[src/hdl/i2cm_pkg.sv]
package i2cm_pkg;

	// Width of the segment delay counter
	localparam int unsigned DELAY_WIDTH = 16;
	// Width of the segment length register
	localparam int unsigned SEG_WIDTH = 16;
	localparam logic [SEG_WIDTH-1:0] SEG_TICKS_RESET = SEG_WIDTH'(150);

	// Bits per byte on the wire
	localparam logic [3:0] BYTE_BITS = 4'd8;

	// Command codes carried by a request
	typedef enum logic [2:0] {
		CMD_NONE      = 3'd0,
		CMD_START     = 3'd1,
		CMD_STOP      = 3'd2,
		CMD_WRITE     = 3'd3,
		CMD_READ_ACK  = 3'd4,
		CMD_READ_NACK = 3'd5
	} cmd_t;

	// Sequencer phases, one per delay segment
	typedef enum logic [4:0] {
		PH_IDLE   = 5'd0,
		PH_ST_A   = 5'd1,
		PH_ST_B   = 5'd2,
		PH_ST_C   = 5'd3,
		PH_SP_A   = 5'd4,
		PH_SP_B   = 5'd5,
		PH_SP_C   = 5'd6,
		PH_SP_D   = 5'd7,
		PH_WR_LO  = 5'd8,
		PH_WR_DAT = 5'd9,
		PH_WR_HI  = 5'd10,
		PH_WA_A   = 5'd11,
		PH_WA_B   = 5'd12,
		PH_WA_C   = 5'd13,
		PH_RD_LO  = 5'd14,
		PH_RD_HI  = 5'd15,
		PH_AK_A   = 5'd16,
		PH_AK_B   = 5'd17,
		PH_AK_C   = 5'd18,
		PH_AK_D   = 5'd19
	} phase_t;

	// One tick of input
	typedef struct packed {
		logic [2:0] command;
		logic [7:0] tx_byte;
		logic       sda_in;
	} req_t;

	// One tick of output
	typedef struct packed {
		logic       scl_out;
		logic       sda_out;
		logic       busy_res;
		logic       done_res;
		logic       success;
		logic [7:0] rx_byte;
	} rsp_t;

endpackage

[src/hdl/i2c_master_bit_sequencer_unit.sv]
// I2C master bit sequencer, tick driven.
// Request channel (req_valid, req_stall, req): each accepted request is one
// bus tick carrying an optional command, the byte to send and the sampled
// SDA level. Commands that arrive while a sequence runs are ignored.
// Response channel (rsp_valid, rsp_stall, rsp): exactly one response per
// request, in order: SCL and SDA drive levels, busy, a one-tick done pulse,
// success and the last received byte.
// Configuration: cfg_we writes cfg_data as the number of ticks per delay
// segment (zero counts as one). Write it only while no request is in flight.
// Timing: one request per clock cycle while req_stall is low; the state update
// for a tick is one pass through the sequencer logic, and the response is
// registered on acceptance. An output register plus a skid
// register decouple the sides: requests are still taken while one response
// waits, and req_stall rises only once both are full.
// Reset: the sequencer goes idle with both lines released, the segment
// length returns to 150 ticks and both response registers empty.
module i2c_master_bit_sequencer_unit
	import i2cm_pkg::*;
(
	input  logic                 clk,
	input  logic                 arst_n,
	input  logic                 cfg_we,
	input  logic [SEG_WIDTH-1:0] cfg_data,
	input  logic                 req_valid,
	output logic                 req_stall,
	input  req_t                 req,
	output logic                 rsp_valid,
	input  logic                 rsp_stall,
	output rsp_t                 rsp
);

	logic [SEG_WIDTH-1:0]   seg_ticks_q;
	phase_t                 phase_q, phase_d;
	logic [3:0]             bits_left_q, bits_left_d;
	logic [7:0]             shift_q, shift_d;
	logic [DELAY_WIDTH-1:0] wait_q, wait_d;
	logic                   scl_q, scl_d;
	logic                   sda_q, sda_d;
	logic                   ok_q, ok_d;
	logic                   read_ack_q, read_ack_d;
	logic [7:0]             rx_hold_q, rx_hold_d;
	logic                   done_d;

	logic [SEG_WIDTH+DELAY_WIDTH-1:0] seg_ext;
	logic [DELAY_WIDTH-1:0] limit;
	logic                   req_fire, rsp_fire;
	rsp_t                   rsp_d;
	rsp_t                   skid_q;
	logic                   skid_valid_q;
	logic                   rsp_valid_q;
	rsp_t                   rsp_q;

	// Segment length truncated or widened to the counter, zero as one
	assign seg_ext = {{DELAY_WIDTH{1'b0}}, seg_ticks_q};
	always_comb begin
		limit = seg_ext[DELAY_WIDTH-1:0];
		if (limit == '0) begin
			limit = DELAY_WIDTH'(1);
		end
	end

	assign req_stall = skid_valid_q;
	assign req_fire  = req_valid && !req_stall;
	assign rsp_fire  = rsp_valid_q && !rsp_stall;
	assign rsp_valid = rsp_valid_q;
	assign rsp       = rsp_q;

	// Hold the segment length register
	always_ff @(posedge clk or negedge arst_n) begin
		if (!arst_n) begin
			seg_ticks_q <= SEG_TICKS_RESET;
		end else if (cfg_we) begin
			seg_ticks_q <= cfg_data;
		end
	end

	// Advance the sequencer by one tick
	always_comb begin
		phase_d     = phase_q;
		bits_left_d = bits_left_q;
		shift_d     = shift_q;
		wait_d      = wait_q;
		scl_d       = scl_q;
		sda_d       = sda_q;
		ok_d        = ok_q;
		read_ack_d  = read_ack_q;
		rx_hold_d   = rx_hold_q;
		done_d      = 1'b0;

		// Launch a sequence from idle
		if (phase_q == PH_IDLE) begin
			unique case (req.command)
				CMD_START: begin
					sda_d   = 1'b1;
					scl_d   = 1'b1;
					phase_d = PH_ST_A;
				end
				CMD_STOP: begin
					scl_d   = 1'b0;
					phase_d = PH_SP_A;
				end
				CMD_WRITE: begin
					scl_d       = 1'b0;
					shift_d     = req.tx_byte;
					bits_left_d = BYTE_BITS;
					phase_d     = PH_WR_LO;
				end
				CMD_READ_ACK, CMD_READ_NACK: begin
					sda_d       = 1'b1;
					scl_d       = 1'b0;
					shift_d     = '0;
					bits_left_d = BYTE_BITS;
					read_ack_d  = (req.command == CMD_READ_ACK);
					phase_d     = PH_RD_LO;
				end
				default: begin
				end
			endcase
			wait_d = '0;
		end

		// Count the segment and act at its last tick
		if (phase_d != PH_IDLE) begin
			wait_d = wait_d + DELAY_WIDTH'(1);
			if (wait_d >= limit) begin
				wait_d = '0;
				unique case (phase_d)
					PH_ST_A: begin
						if (!req.sda_in) begin
							ok_d = 1'b0; done_d = 1'b1; phase_d = PH_IDLE;
						end else begin
							sda_d = 1'b0; phase_d = PH_ST_B;
						end
					end
					PH_ST_B: begin
						if (req.sda_in) begin
							ok_d = 1'b0; done_d = 1'b1; phase_d = PH_IDLE;
						end else begin
							sda_d = 1'b0; phase_d = PH_ST_C;
						end
					end
					PH_ST_C: begin
						ok_d = 1'b1; done_d = 1'b1; phase_d = PH_IDLE;
					end
					PH_SP_A: begin
						sda_d = 1'b0; phase_d = PH_SP_B;
					end
					PH_SP_B: begin
						scl_d = 1'b1; phase_d = PH_SP_C;
					end
					PH_SP_C: begin
						sda_d = 1'b1; phase_d = PH_SP_D;
					end
					PH_SP_D: begin
						ok_d = 1'b1; done_d = 1'b1; phase_d = PH_IDLE;
					end
					PH_WR_LO: begin
						sda_d   = shift_d[7];
						shift_d = {shift_d[6:0], 1'b0};
						phase_d = PH_WR_DAT;
					end
					PH_WR_DAT: begin
						scl_d = 1'b1; phase_d = PH_WR_HI;
					end
					PH_WR_HI: begin
						bits_left_d = bits_left_d - 4'd1;
						scl_d       = 1'b0;
						phase_d     = (bits_left_d != '0) ? PH_WR_LO : PH_WA_A;
					end
					PH_WA_A: begin
						sda_d = 1'b1; phase_d = PH_WA_B;
					end
					PH_WA_B: begin
						scl_d = 1'b1; phase_d = PH_WA_C;
					end
					PH_WA_C: begin
						scl_d = 1'b0; ok_d = !req.sda_in; done_d = 1'b1;
						phase_d = PH_IDLE;
					end
					PH_RD_LO: begin
						scl_d = 1'b1; phase_d = PH_RD_HI;
					end
					PH_RD_HI: begin
						shift_d     = {shift_d[6:0], req.sda_in};
						bits_left_d = bits_left_d - 4'd1;
						scl_d       = 1'b0;
						if (bits_left_d != '0) begin
							phase_d = PH_RD_LO;
						end else begin
							rx_hold_d = shift_d;
							phase_d   = PH_AK_A;
						end
					end
					PH_AK_A: begin
						sda_d = !read_ack_d; phase_d = PH_AK_B;
					end
					PH_AK_B: begin
						scl_d = 1'b1; phase_d = PH_AK_C;
					end
					PH_AK_C: begin
						scl_d = 1'b0; phase_d = PH_AK_D;
					end
					PH_AK_D: begin
						ok_d = 1'b1; done_d = 1'b1; phase_d = PH_IDLE;
					end
					default: begin
						phase_d = PH_IDLE;
					end
				endcase
			end
		end

		rsp_d.scl_out  = scl_d;
		rsp_d.sda_out  = sda_d;
		rsp_d.busy_res = (phase_d != PH_IDLE);
		rsp_d.done_res = done_d;
		rsp_d.success  = ok_d;
		rsp_d.rx_byte  = rx_hold_d;
	end

	// Commit sequencer state on each accepted request
	always_ff @(posedge clk or negedge arst_n) begin
		if (!arst_n) begin
			phase_q     <= PH_IDLE;
			bits_left_q <= '0;
			shift_q     <= '0;
			wait_q      <= '0;
			scl_q       <= 1'b1;
			sda_q       <= 1'b1;
			ok_q        <= 1'b0;
			read_ack_q  <= 1'b0;
			rx_hold_q   <= '0;
		end else if (req_fire) begin
			phase_q     <= phase_d;
			bits_left_q <= bits_left_d;
			shift_q     <= shift_d;
			wait_q      <= wait_d;
			scl_q       <= scl_d;
			sda_q       <= sda_d;
			ok_q        <= ok_d;
			read_ack_q  <= read_ack_d;
			rx_hold_q   <= rx_hold_d;
		end
	end

	// Output register and skid register flags
	always_ff @(posedge clk or negedge arst_n) begin
		if (!arst_n) begin
			rsp_valid_q  <= 1'b0;
			skid_valid_q <= 1'b0;
		end else if (skid_valid_q) begin
			if (rsp_fire) begin
				skid_valid_q <= 1'b0;
			end
		end else if (req_fire) begin
			if (rsp_valid_q && !rsp_fire) begin
				skid_valid_q <= 1'b1;
			end else begin
				rsp_valid_q <= 1'b1;
			end
		end else if (rsp_fire) begin
			rsp_valid_q <= 1'b0;
		end
	end

	// Response payloads: drain the skid first, else take the new response
	always_ff @(posedge clk) begin
		if (skid_valid_q) begin
			if (rsp_fire) begin
				rsp_q <= skid_q;
			end
		end else if (req_fire) begin
			if (rsp_valid_q && !rsp_fire) begin
				skid_q <= rsp_d;
			end else begin
				rsp_q <= rsp_d;
			end
		end
	end

	// A full skid register implies a waiting output register
	a_skid_implies_out: assert property (@(posedge clk) disable iff (!arst_n)
		skid_valid_q |-> rsp_valid_q)
		else $error("skid register full while output register empty");

	// The delay counter is cleared whenever the sequencer is idle
	a_idle_counter: assert property (@(posedge clk) disable iff (!arst_n)
		(phase_q == PH_IDLE) |-> (wait_q == '0))
		else $error("delay counter running while idle");

	// A byte never holds more than eight bits to move
	a_bits_bound: assert property (@(posedge clk) disable iff (!arst_n)
		bits_left_q <= BYTE_BITS)
		else $error("bit counter out of range");

	// A finished sequence leaves the sequencer idle
	a_done_idle: assert property (@(posedge clk) disable iff (!arst_n)
		(req_fire && done_d) |=> (phase_q == PH_IDLE))
		else $error("sequencer busy after done");

endmodule

[config.mk]
export PLATFORM = sky130hd
export DESIGN_NAME = i2c_master_bit_sequencer_unit
export DESIGN_NICKNAME = d
export VERILOG_FILES = /design/src/hdl/i2cm_pkg.sv /design/src/hdl/i2c_master_bit_sequencer_unit.sv
export SDC_FILE = /design/constraint.sdc
export NUM_CORES = 1
export LEC_CHECK = 0
export CAP_MARGIN = 15
export CORE_MARGIN = 2
export CORE_UTILIZATION = 55
export DETAILED_ROUTE_END_ITERATION = 6
export DONT_BUFFER_PORTS = 1
export GPL_ROUTABILITY_DRIVEN = 0
export PLACE_DENSITY_LB_ADDON = 0.08
export SLEW_MARGIN = 20
export SYNTH_ARGS = -nofsm -noshare
export SYNTH_HDL_FRONTEND = slang
export SYNTH_SLANG_ARGS = --single-unit
export TNS_END_PERCENT = 20
[constraint.sdc]
create_clock -name clk -period 7 [get_ports clk]
set_input_delay 1.4 -clock clk [delete_from_list [all_inputs] [get_ports clk]]
set_output_delay 1.4 -clock clk [all_outputs]
set_load 0.01 [all_outputs]
==> results of run 1 <==
## logic make-up after synthesis
family                   count (synthesis)  synth area share [%]
AO/OA/AOI/OAI                          171                 21.01
XOR/XNOR                                15                 2.445
adder cells (fa/ha/maj)                 20                 4.658
buffers and inverters                   72                 5.473
flip-flops                              89                 44.01
multiplexers                            22                 4.285
AND/OR/NAND/NOR                        203                 18.12
## through the flow
stage | instance area [um^2] | power (W)
after floorplan | 5373 | 0.001343
after global placement | 5400 | 0.001465
after detailed placement | 5400 | 0.001481
after CTS | 5599 | 0.001836
after global routing | 5608 | 0.001975
final | 5608 | 0.001843
## power by group
group          switching [W]  internal (W)  total [W]  leakage, nW
Clock               0.000214      0.000141   0.000355       0.0981
Combinational       0.000437      0.000252   0.000688         1.23
Sequential          0.000132      0.000668   0.000800         1.06
Total               0.000783       0.00106    0.00184         2.39
## routing by layer
layer / wire length (um) / vias to the layer above / track usage [%]
met5: 0 / - / 0
met1: 5728 / 2024 / 34.85
met4: 165 / 0 / 6.984
met2: 5509 / 179 / 36.75
li1: - / 2103 / -
met3: 684 / 19 / 3.186
## cells in the final DEF, fill, tap and decap left out, drive strengths merged, types with 7 or more instances in the layout
| cell type | n |
|---|---|
| dfrtp | 57 |
| clkbuf | 9 |
| o21ai | 63 |
| a211o | 9 |
| nand3 | 13 |
| xnor2 | 9 |
| a22o | 15 |
| a21oi | 27 |
| nand4 | 10 |
| edfxtp | 26 |
| mux2i | 14 |
| ha | 20 |
| a211oi | 7 |
| mux2 | 8 |
| nor2 | 37 |
| nand2 | 90 |
| inv | 39 |
| nor3 | 12 |
## worst max path at each step
stage / start / end / slack [ns] / cells after the start
final: phase_q[3] / wait_q[14] / 1.67 / 17
after global routing: phase_q[3] / wait_q[14] / 1.09 / 17
after CTS: phase_q[3] / rsp[0] / 1.75 / 19
after detailed placement: phase_q[3] / rsp[0] / 1.78 / 19
after global placement: phase_q[3] / rsp[0] / 1.97 / 19
after floorplan: phase_q[1] / rsp[8] / 2.60 / 22
## sequential cells by signal (all words and copies together), names as in the netlist
register and count:
ok_q 1, rx_hold_q 8, phase_q 5, sda_q 1, wait_q 16, read_ack_q 1, skid_q 13, shift_q 8
bits_left_q 4, scl_q 1, rsp 13, req_stall 1, rsp_valid 1, seg_ticks_q 16
## critical path: stages (launching register included)
cell	delay, ns
dfrtp_1	0.56
nor2_1	0.46
nand2_1	0.36
and2_1	0.30
ha_1	0.21
nand4_1	0.19
nor2_1	0.11
nand2_1	0.09
xor2_1	0.15
nor2_1	0.07
ha_1	0.35
a21o_1	0.18
a211oi_1	0.22
a21oi_1	0.18
nor2_1	0.72
nand2_1	0.46
nor2_1	0.46
a22o_1	0.20
## layout make-up
cell class / instances / share of cell area [%]
flip-flops and latches: 89 / 42.17
clock inverters: 7 / 1.339
inverters: 36 / 2.410
multi-input cells: 431 / 48.64
well taps: 133 / 2.967
repair buffers: 2 / 0.2677
clock buffers: 9 / 2.209
==> flow_metrics.py, run 1 <==
metrics = {
    "route": {
        "viasPerCell": 6.117,
        "ant_nets": 0,
        "first_pass_iters": 5,
        "routed_wl_um": 12090,
        "vias": 4325,
        "wl_per_cell_um": 17.10,
        "drtIter0Drc": 383,
        "remaining_drc_errors": 0,
    },
    "power": {
        "p_per_area_nw_per_um2": 328.7,
        "peakVddDrop_uv": 160.2,
        "p_leak_nw": 2.390,
    },
    "min_path": {
        "holdCritStartpoint": "read_ack_q",
        "holdPathEnd": "read_ack_q",
        "min_path_cells": 2,
        "hp-class": "reg2reg",
    },
    "setup_path": {
        "start_kind": "register",
        "reg2reg_slack_ns": 1.67,
        "rr_endpoint": "wait_q[14]",
        "worst-path-max-fanout": 16,
        "reg2regPathDepth": 17,
        "worst-setup-path-type": "reg2reg",
        "r2r-start": "phase_q[3]",
        "cp.arrival_ns": 5.63,
        "cp_data_required_time_ns": 7.30,
        "cp-end-kind": "register",
    },
    "sta": {
        "skew_ns": 0.01561,
        "min_period_ns": 5.334,
        "max_slew.worst_pin.slew_ns": 1.089,
        "fin_crit_sh_pct": 76.20,
        "drv_slew": 0,
        "max_freq_mhz": 187.5,
        "holdWs_ns": 0.4941,
        "hold_viol_final": 0,
        "max_slew_margin_pct": 27.09,
        "layout_setup_ws_ns": 1.666,
        "tns_ns": 0,
        "rsz0062_at_grt": "no",
        "setup_viol": 0,
    },
    "yosys": {
        "synth_most_common_cell": "nand2_1",
        "ys_ff_latch": 89,
        "yosysUniqueCellTypes": 71,
        "yosysTopAreaCellShare_pct": 26.55,
        "synth_area_leaders": "dfrtp_1 27%, edfxtp_1 15%, nand2_1 6.3%, ha_1 4.7%, o21ai_0 4.3%",
        "synth_top_area_cell": "dfrtp_1",
        "synth.avg_cell_area_um2": 9.075,
        "seq_area_frac_synth_pct": 44.01,
        "async_flop_share_pct": 70.79,
        "yosysWarnings": 0,
        "yosys-top-cells-count": "90 x nand2_1, 57 x dfrtp_1, 46 x o21ai_0, 36 x inv_1, 36 x nor2_1",
        "synth_fp_nets": 645,
        "synthCells": 592,
        "synth_top_flop_cell": "dfrtp_1",
        "synth_edf_count": 26,
        "syn-cell-area_um2": 5373,
    },
    "global_route": {
        "track_usage_pct": 23.71,
        "grt_start_max_net_pins": 64,
        "antenna_found_initial": 0,
        "overflow": 0,
        "grt_pass1_wl_um": 19670,
        "first_global_vias": 3904,
    },
    "cts": {
        "clk_pin_slew_ns": 0.10,
        "clock-sinks": 89,
        "cts_resized": 0,
        "cts-root-buf": "clkbuf_8",
        "htree_levels": 3,
        "cts_hold_buf": 0,
        "clockBufferDepth": 2,
        "clk_latency_ns": 0.36,
        "post_cts_buffers": 0,
        "cts_tree": "done",
        "cts_inserted_buffers": 9,
    },
    "place": {
        "pre_cts_slack_ns": 1.778,
        "portBuffers": 0,
        "hpwl_um": 8500,
        "placed_cells": 691,
    },
    "finish": {
        "fin_util_pct": 58.18,
        "multi_input_area_um2": 2728,
        "nets": 622,
        "drive_gt1_share_pct": 9.059,
        "post_layout_nonfiller_instances": 707,
        "ff_latch_area_um2": 2365,
        "insertedDiodeCount": 0,
        "nFillCells": 880,
        "synthToLayoutAreaGrowth_pct": 4.378,
    },
    "floorplan": {
        "num_rows": 36,
        "design.core.area_um2": 9639,
        "ios": 48,
        "chipWidth_um": 102.8,
        "die_y_um": 102.8,
        "die_area_um2": 10580,
        "initial_core_util_pct": 55.74,
    },
    "job": {
        "maxCapViolCount": 0,
    },
    "status": {
        "status": "complete, no violations",
    },
}
No activity file was read; power rests on OpenSTA's default activity.
==> run 2, diff against run 1 <==
ABC_AREA = 1   (was unset)
clock period = 5.35 ns   (was 7 ns; I/O delays follow)
==> flow_metrics.py, run 2 <==
metrics = {
    "min_path": {
        "hp-class": "in2async",
    },
    "power": {
        "total_power_w": 0.002373,
        "p_per_area_nw_per_um2": 424.7,
        "peakVddDrop_uv": 177.0,
        "p_leak_nw": 2.607,
    },
    "setup_path": {
        "worstSetupStartpoint": "phase_q[4]",
        "cp-end-kind": "register",
        "worst-path-max-fanout": 19,
        "worst-setup-path-type": "reg2reg",
        "start_kind": "register",
        "r2r-start": "phase_q[4]",
        "cp.arrival_ns": 4.92,
        "cp_data_required_time_ns": 5.47,
    },
    "floorplan": {
        "die_y_um": 102.3,
        "ios": 48,
        "initial_core_util_pct": 57.20,
        "num_rows": 35,
        "design.core.area_um2": 9284,
        "die_area_um2": 10460,
        "chipWidth_um": 102.3,
    },
    "finish": {
        "drive_gt1_share_pct": 8.850,
        "final_common_cell": "nand2_1",
        "synthToLayoutAreaGrowth_pct": 5.231,
        "nFillCells": 852,
        "final_cell_mix": "177 x nand2_1, 92 x inv_1, 65 x o21ai_0",
        "insertedDiodeCount": 0,
        "fin_util_pct": 60.19,
        "reg_top3": "seg_ticks_q (16), wait_q (16)",
        "nets": 726,
    },
    "sta": {
        "fin_crit_sh_pct": 89.77,
        "max_slew_margin_pct": 32.34,
        "drv_slew": 0,
        "skew_ns": 0.01968,
        "rsz0062_at_grt": "no",
        "min_period_ns": 4.802,
        "setup_viol": 0,
        "hold_viol_final": 0,
        "max_slew.worst_pin.slew_ns": 1.009,
        "max_freq_mhz": 208.2,
        "tns_ns": 0,
    },
    "yosys": {
        "synth_area_leaders": "dfrtp_1 27%, edfxtp_1 15%, nand2_1 13%, inv_1 6.6%, o21ai_0 6.1%",
        "synth_top_flop_cell": "dfrtp_1",
        "syn-cell-area_um2": 5310,
        "yosysUniqueCellTypes": 40,
        "synth_fp_nets": 732,
        "synth_edf_count": 26,
        "yosys-top-cells-count": "177 x nand2_1, 93 x inv_1, 65 x o21ai_0, 57 x dfrtp_1, 46 x nand3_1",
        "synth.avg_cell_area_um2": 7.820,
        "yosysWarnings": 0,
        "async_flop_share_pct": 70.79,
        "yosysTopAreaCellShare_pct": 26.86,
        "synthCells": 679,
        "synth_most_common_cell": "nand2_1",
        "seq_area_frac_synth_pct": 44.53,
        "ys_ff_latch": 89,
        "synth_top_area_cell": "dfrtp_1",
    },
    "cts": {
        "post_cts_buffers": 0,
        "cts-root-buf": "clkbuf_8",
        "cts_tree": "done",
        "clk_pin_slew_ns": 0.11,
        "htree_levels": 3,
        "cts_hold_buf": 0,
        "clock-sinks": 89,
        "clockBufferDepth": 2,
        "cts_resized": 0,
        "clk_latency_ns": 0.37,
        "cts_inserted_buffers": 9,
    },
    "route": {
        "ant_nets": 0,
        "first_pass_iters": 5,
        "remaining_drc_errors": 0,
        "drtIter0Drc": 332,
        "viasPerCell": 5.357,
        "wl_per_cell_um": 13.98,
        "routed_wl_um": 11280,
        "vias": 4323,
    },
    "global_route": {
        "overflow": 0,
        "antenna_found_initial": 0,
        "track_usage_pct": 22.90,
        "grt_start_max_net_pins": 64,
        "grt_pass1_wl_um": 18850,
        "first_global_vias": 3952,
    },
    "status": {
        "status": "complete, no violations",
    },
    "place": {
        "portBuffers": 0,
        "hpwl_um": 8286,
    },
    "job": {
        "maxCapViolCount": 0,
    },
}
[run 2: area by class of cell]
type | count | area [um^2] | area share (%)
multi-input cells | 470 | 2466 | 44.13
flip-flops and latches | 89 | 2365 | 42.32
inverters | 101 | 384.1 | 6.874
well taps | 129 | 161.4 | 2.888
clock buffers | 9 | 123.9 | 2.217
clock inverters | 7 | 72.57 | 1.299
repair buffers | 2 | 15.01 | 0.2687
[run 2: kinds of logic (layout without fill, tap and decap cells)]
group	Yosys count	in the layout	synth area share [%]
AND/OR/NAND/NOR	300	300	25.07
AO/OA/AOI/OAI	136	136	14.30
buffers and inverters	120	119	9.071
flip-flops	89	89	44.53
adder cells (fa/ha/maj)	20	20	4.713
XOR/XNOR	14	14	2.309
[run 2: stage by stage]
step           cells  area [um^2]  worst slack, ns  hold slack (ns)
2_1_floorplan    679         5310            1.348           0.4478
3_3_place_gp     791         5389           0.8602           0.4598
3_5_place_dp     791         5389           0.6415           0.4656
4_1_cts          807         5585           0.5662           0.3715
5_1_grt          807         5588          0.04148           0.3487
6_report         807         5588           0.5476           0.3808
[run 2: path summary, 6_finish.rpt]
kind / slack, ns / cells after the start / to
setup / recovery: 0.55 / 25 / rsp[10]
hold reg to reg: 0.48 / 2 / sda_q
setup reg to reg: 0.55 / 25 / rsp[10]
min in group clk: 0.48 / 2 / sda_q
hold / removal: 0.38 / 0 / bits_left_q[2]
max in group asynchronous: 4.75 / 0 / scl_q
[run 2: layer usage]
| layer | GRT usage, % | wire length (um) | share of wire [%] | vias to the layer above |
|---|---|---|---|---|
| li1 | - | - | - | 2208 |
| met1 | 31.68 | 5336 | 47 | 1975 |
| met2 | 36.94 | 5267 | 47 | 124 |
| met3 | 4.241 | 511 | 4.5 | 16 |
| met4 | 6.769 | 169 | 1.5 | 0 |
| met5 | 0 | 0 | 0 | - |
[run 2: critical path, cell delays in order, from the launching register on]
cell      delay (ns)
dfrtp_1         0.53
inv_4           0.11
nand3_2         0.30
nand2_1         0.15
inv_1           0.12
ha_1            0.15
inv_1           0.06
nor3_2          0.20
nand3_1         0.13
nor2_1          0.17
nand3_1         0.14
nor2_1          0.17
nand4_1         0.11
xor2_1          0.19
ha_1            0.31
nand4_1         0.12
nor2_1          0.17
nand3_1         0.08
nand3_1         0.33
clkinv_1        0.38
nand2_1         0.17
nand3_1         0.09
nor2_1          0.12
nand2_1         0.10
nand2_1         0.07
nand2_1         0.05
[run 2: where the power goes]
group	switching, W	internal, W	leakage [nW]
sequential	0.000120	0.000893	1.06
clock	0.000279	0.000182	0.0902
combinational	0.000623	0.000275	1.46
==> run 3, diff against run 2 <==
REMOVE_ABC_BUFFERS = 1   (was unset)
==> flow_metrics.py, run 3 (synthesis results as in run 2) <==
metrics = {
    "setup_path": {
        "slowest_stage": "dfrtp_1",
        "r2r-start": "phase_q[4]",
        "reg2regPathDepth": 25,
        "cp.arrival_ns": 4.65,
        "critPathMaxStageDelay_ns": 0.52,
        "worst-setup-path-type": "reg2reg",
        "reg2reg_slack_ns": 0.84,
        "cp_data_required_time_ns": 5.49,
        "worst-path-max-fanout": 10,
        "rr_endpoint": "rsp[10]",
        "cp-end-kind": "register",
        "start_kind": "register",
    },
    "place": {
        "portBuffers": 0,
        "placed_cell_area_um2": 5404,
        "hpwl_um": 8366,
    },
    "route": {
        "first_pass_iters": 5,
        "wl_met1_um": 5143,
        "drtIter0Drc": 180,
        "remaining_drc_errors": 0,
        "viasPerCell": 5.412,
        "wl_met3_um": 424,
        "routed_wl_um": 11560,
        "wl_per_cell_um": 14.29,
        "ant_nets": 0,
        "vias": 4378,
        "top_layer": "met4",
        "wl_met2_um": 5713,
    },
    "min_path": {
        "hp-class": "in2async",
    },
    "global_route": {
        "first_global_vias": 4108,
        "antenna_found_initial": 0,
        "grt_start_max_net_pins": 64,
        "overflow": 0,
        "grt_pass1_wl_um": 19020,
        "track_usage_pct": 23.13,
    },
    "power": {
        "peakVddDrop_uv": 187.6,
        "p_per_area_nw_per_um2": 430.3,
        "p_leak_nw": 2.630,
    },
    "floorplan": {
        "die_y_um": 102.3,
        "die_area_um2": 10460,
        "chipWidth_um": 102.3,
        "design.core.area_um2": 9284,
        "num_rows": 35,
        "ios": 48,
        "initial_core_util_pct": 57.20,
    },
    "job": {
        "maxCapViolCount": 0,
    },
    "cts": {
        "htree_levels": 3,
        "clk_latency_ns": 0.37,
        "cts_tree": "done",
        "cts_inserted_buffers": 9,
        "clock-sinks": 89,
        "cts_resized": 0,
        "clockBufferDepth": 2,
        "cts_hold_buf": 0,
        "post_cts_buffers": 0,
        "clk_pin_slew_ns": 0.11,
        "cts-root-buf": "clkbuf_8",
    },
    "finish": {
        "synthToLayoutAreaGrowth_pct": 5.702,
        "final_cell_mix": "177 x nand2_1, 92 x inv_1, 65 x o21ai_0",
        "design_area_um2": 5613,
        "fin_util_pct": 60.46,
        "insertedDiodeCount": 0,
        "drive_gt1_share_pct": 9.118,
        "nets": 728,
        "reg_top3": "seg_ticks_q (16), wait_q (16)",
        "final_common_cell": "nand2_1",
    },
    "sta": {
        "drv_slew": 0,
        "max_freq_mhz": 221.5,
        "min_period_ns": 4.515,
        "fin_crit_sh_pct": 84.39,
        "skew_ns": 0.01969,
        "tns_ns": 0,
        "setup_viol": 0,
        "max_slew_margin_pct": 27.35,
        "rsz0062_at_grt": "no",
        "hold_viol_final": 0,
        "max_slew.worst_pin.slew_ns": 1.086,
    },
    "status": {
        "status": "complete, no violations",
    },
}
run 3: worst max-delay path by stage:
| stage | from | end | slack, ns | depth (start not counted) |
|---|---|---|---|---|
| finish | phase_q[4] | rsp[10] | 0.84 | 25 |
| floorplan | phase_q[4] | rsp[5] | 1.39 | 23 |
| detailed placement | phase_q[4] | rsp[10] | 0.88 | 25 |
| CTS | phase_q[4] | rsp[10] | 0.83 | 25 |
| global placement | phase_q[4] | rsp[10] | 1.09 | 25 |
| global route | phase_q[4] | rsp[10] | 0.31 | 25 |
run 3: power by group:
part / leakage, nW / internal [W] / switching [W]
combinational: 1.47 / 0.000283 / 0.000650
clock: 0.100 / 0.000226 / 0.000271
sequential: 1.06 / 0.000894 / 0.0000919
total: 2.63 / 0.00140 / 0.00101
run 3: area by class of cell:
class                           instances  area, um^2
Sequential cell                        89        2365
Tap cell                              129       161.4
Timing Repair Buffer                    4       30.03
Clock inverter                          7       85.08
Inverter                              101       384.1
Clock buffer                            9       123.9
Fill cell                             867        3671
Multi-Input combinational cell        470        2464
run 3: critical path: cells and delay by family (launching register included):
| family | cells | cell delay (ns) |
|---|---|---|
| AND/OR/NAND/NOR | 18 | 2.45 |
| flip-flops | 1 | 0.52 |
| buffers and inverters | 4 | 0.67 |
| XOR/XNOR | 1 | 0.18 |
| adder cells (fa/ha/maj) | 2 | 0.45 |
run 3: per-layer routing:
layer  vias up  GRT usage (%)
li1       2214              -
met1      2024          29.11
met2       113          40.49
met3        27          2.941
met4         0          9.231
met5         -              0
run 3: through the flow:
stage / hold WS, ns / cells / total power, W / setup WS, ns
6_report: 0.3790 / 809 / 0.002415 / 0.8351
5_1_grt: 0.3706 / 809 / 0.002590 / 0.3052
4_1_cts: 0.3656 / 809 / 0.002423 / 0.8334
3_5_place_dp: 0.4649 / 793 / 0.001924 / 0.8794
3_3_place_gp: 0.4599 / 793 / 0.001902 / 1.085
2_1_floorplan: 0.4478 / 660 / 0.001686 / 1.391
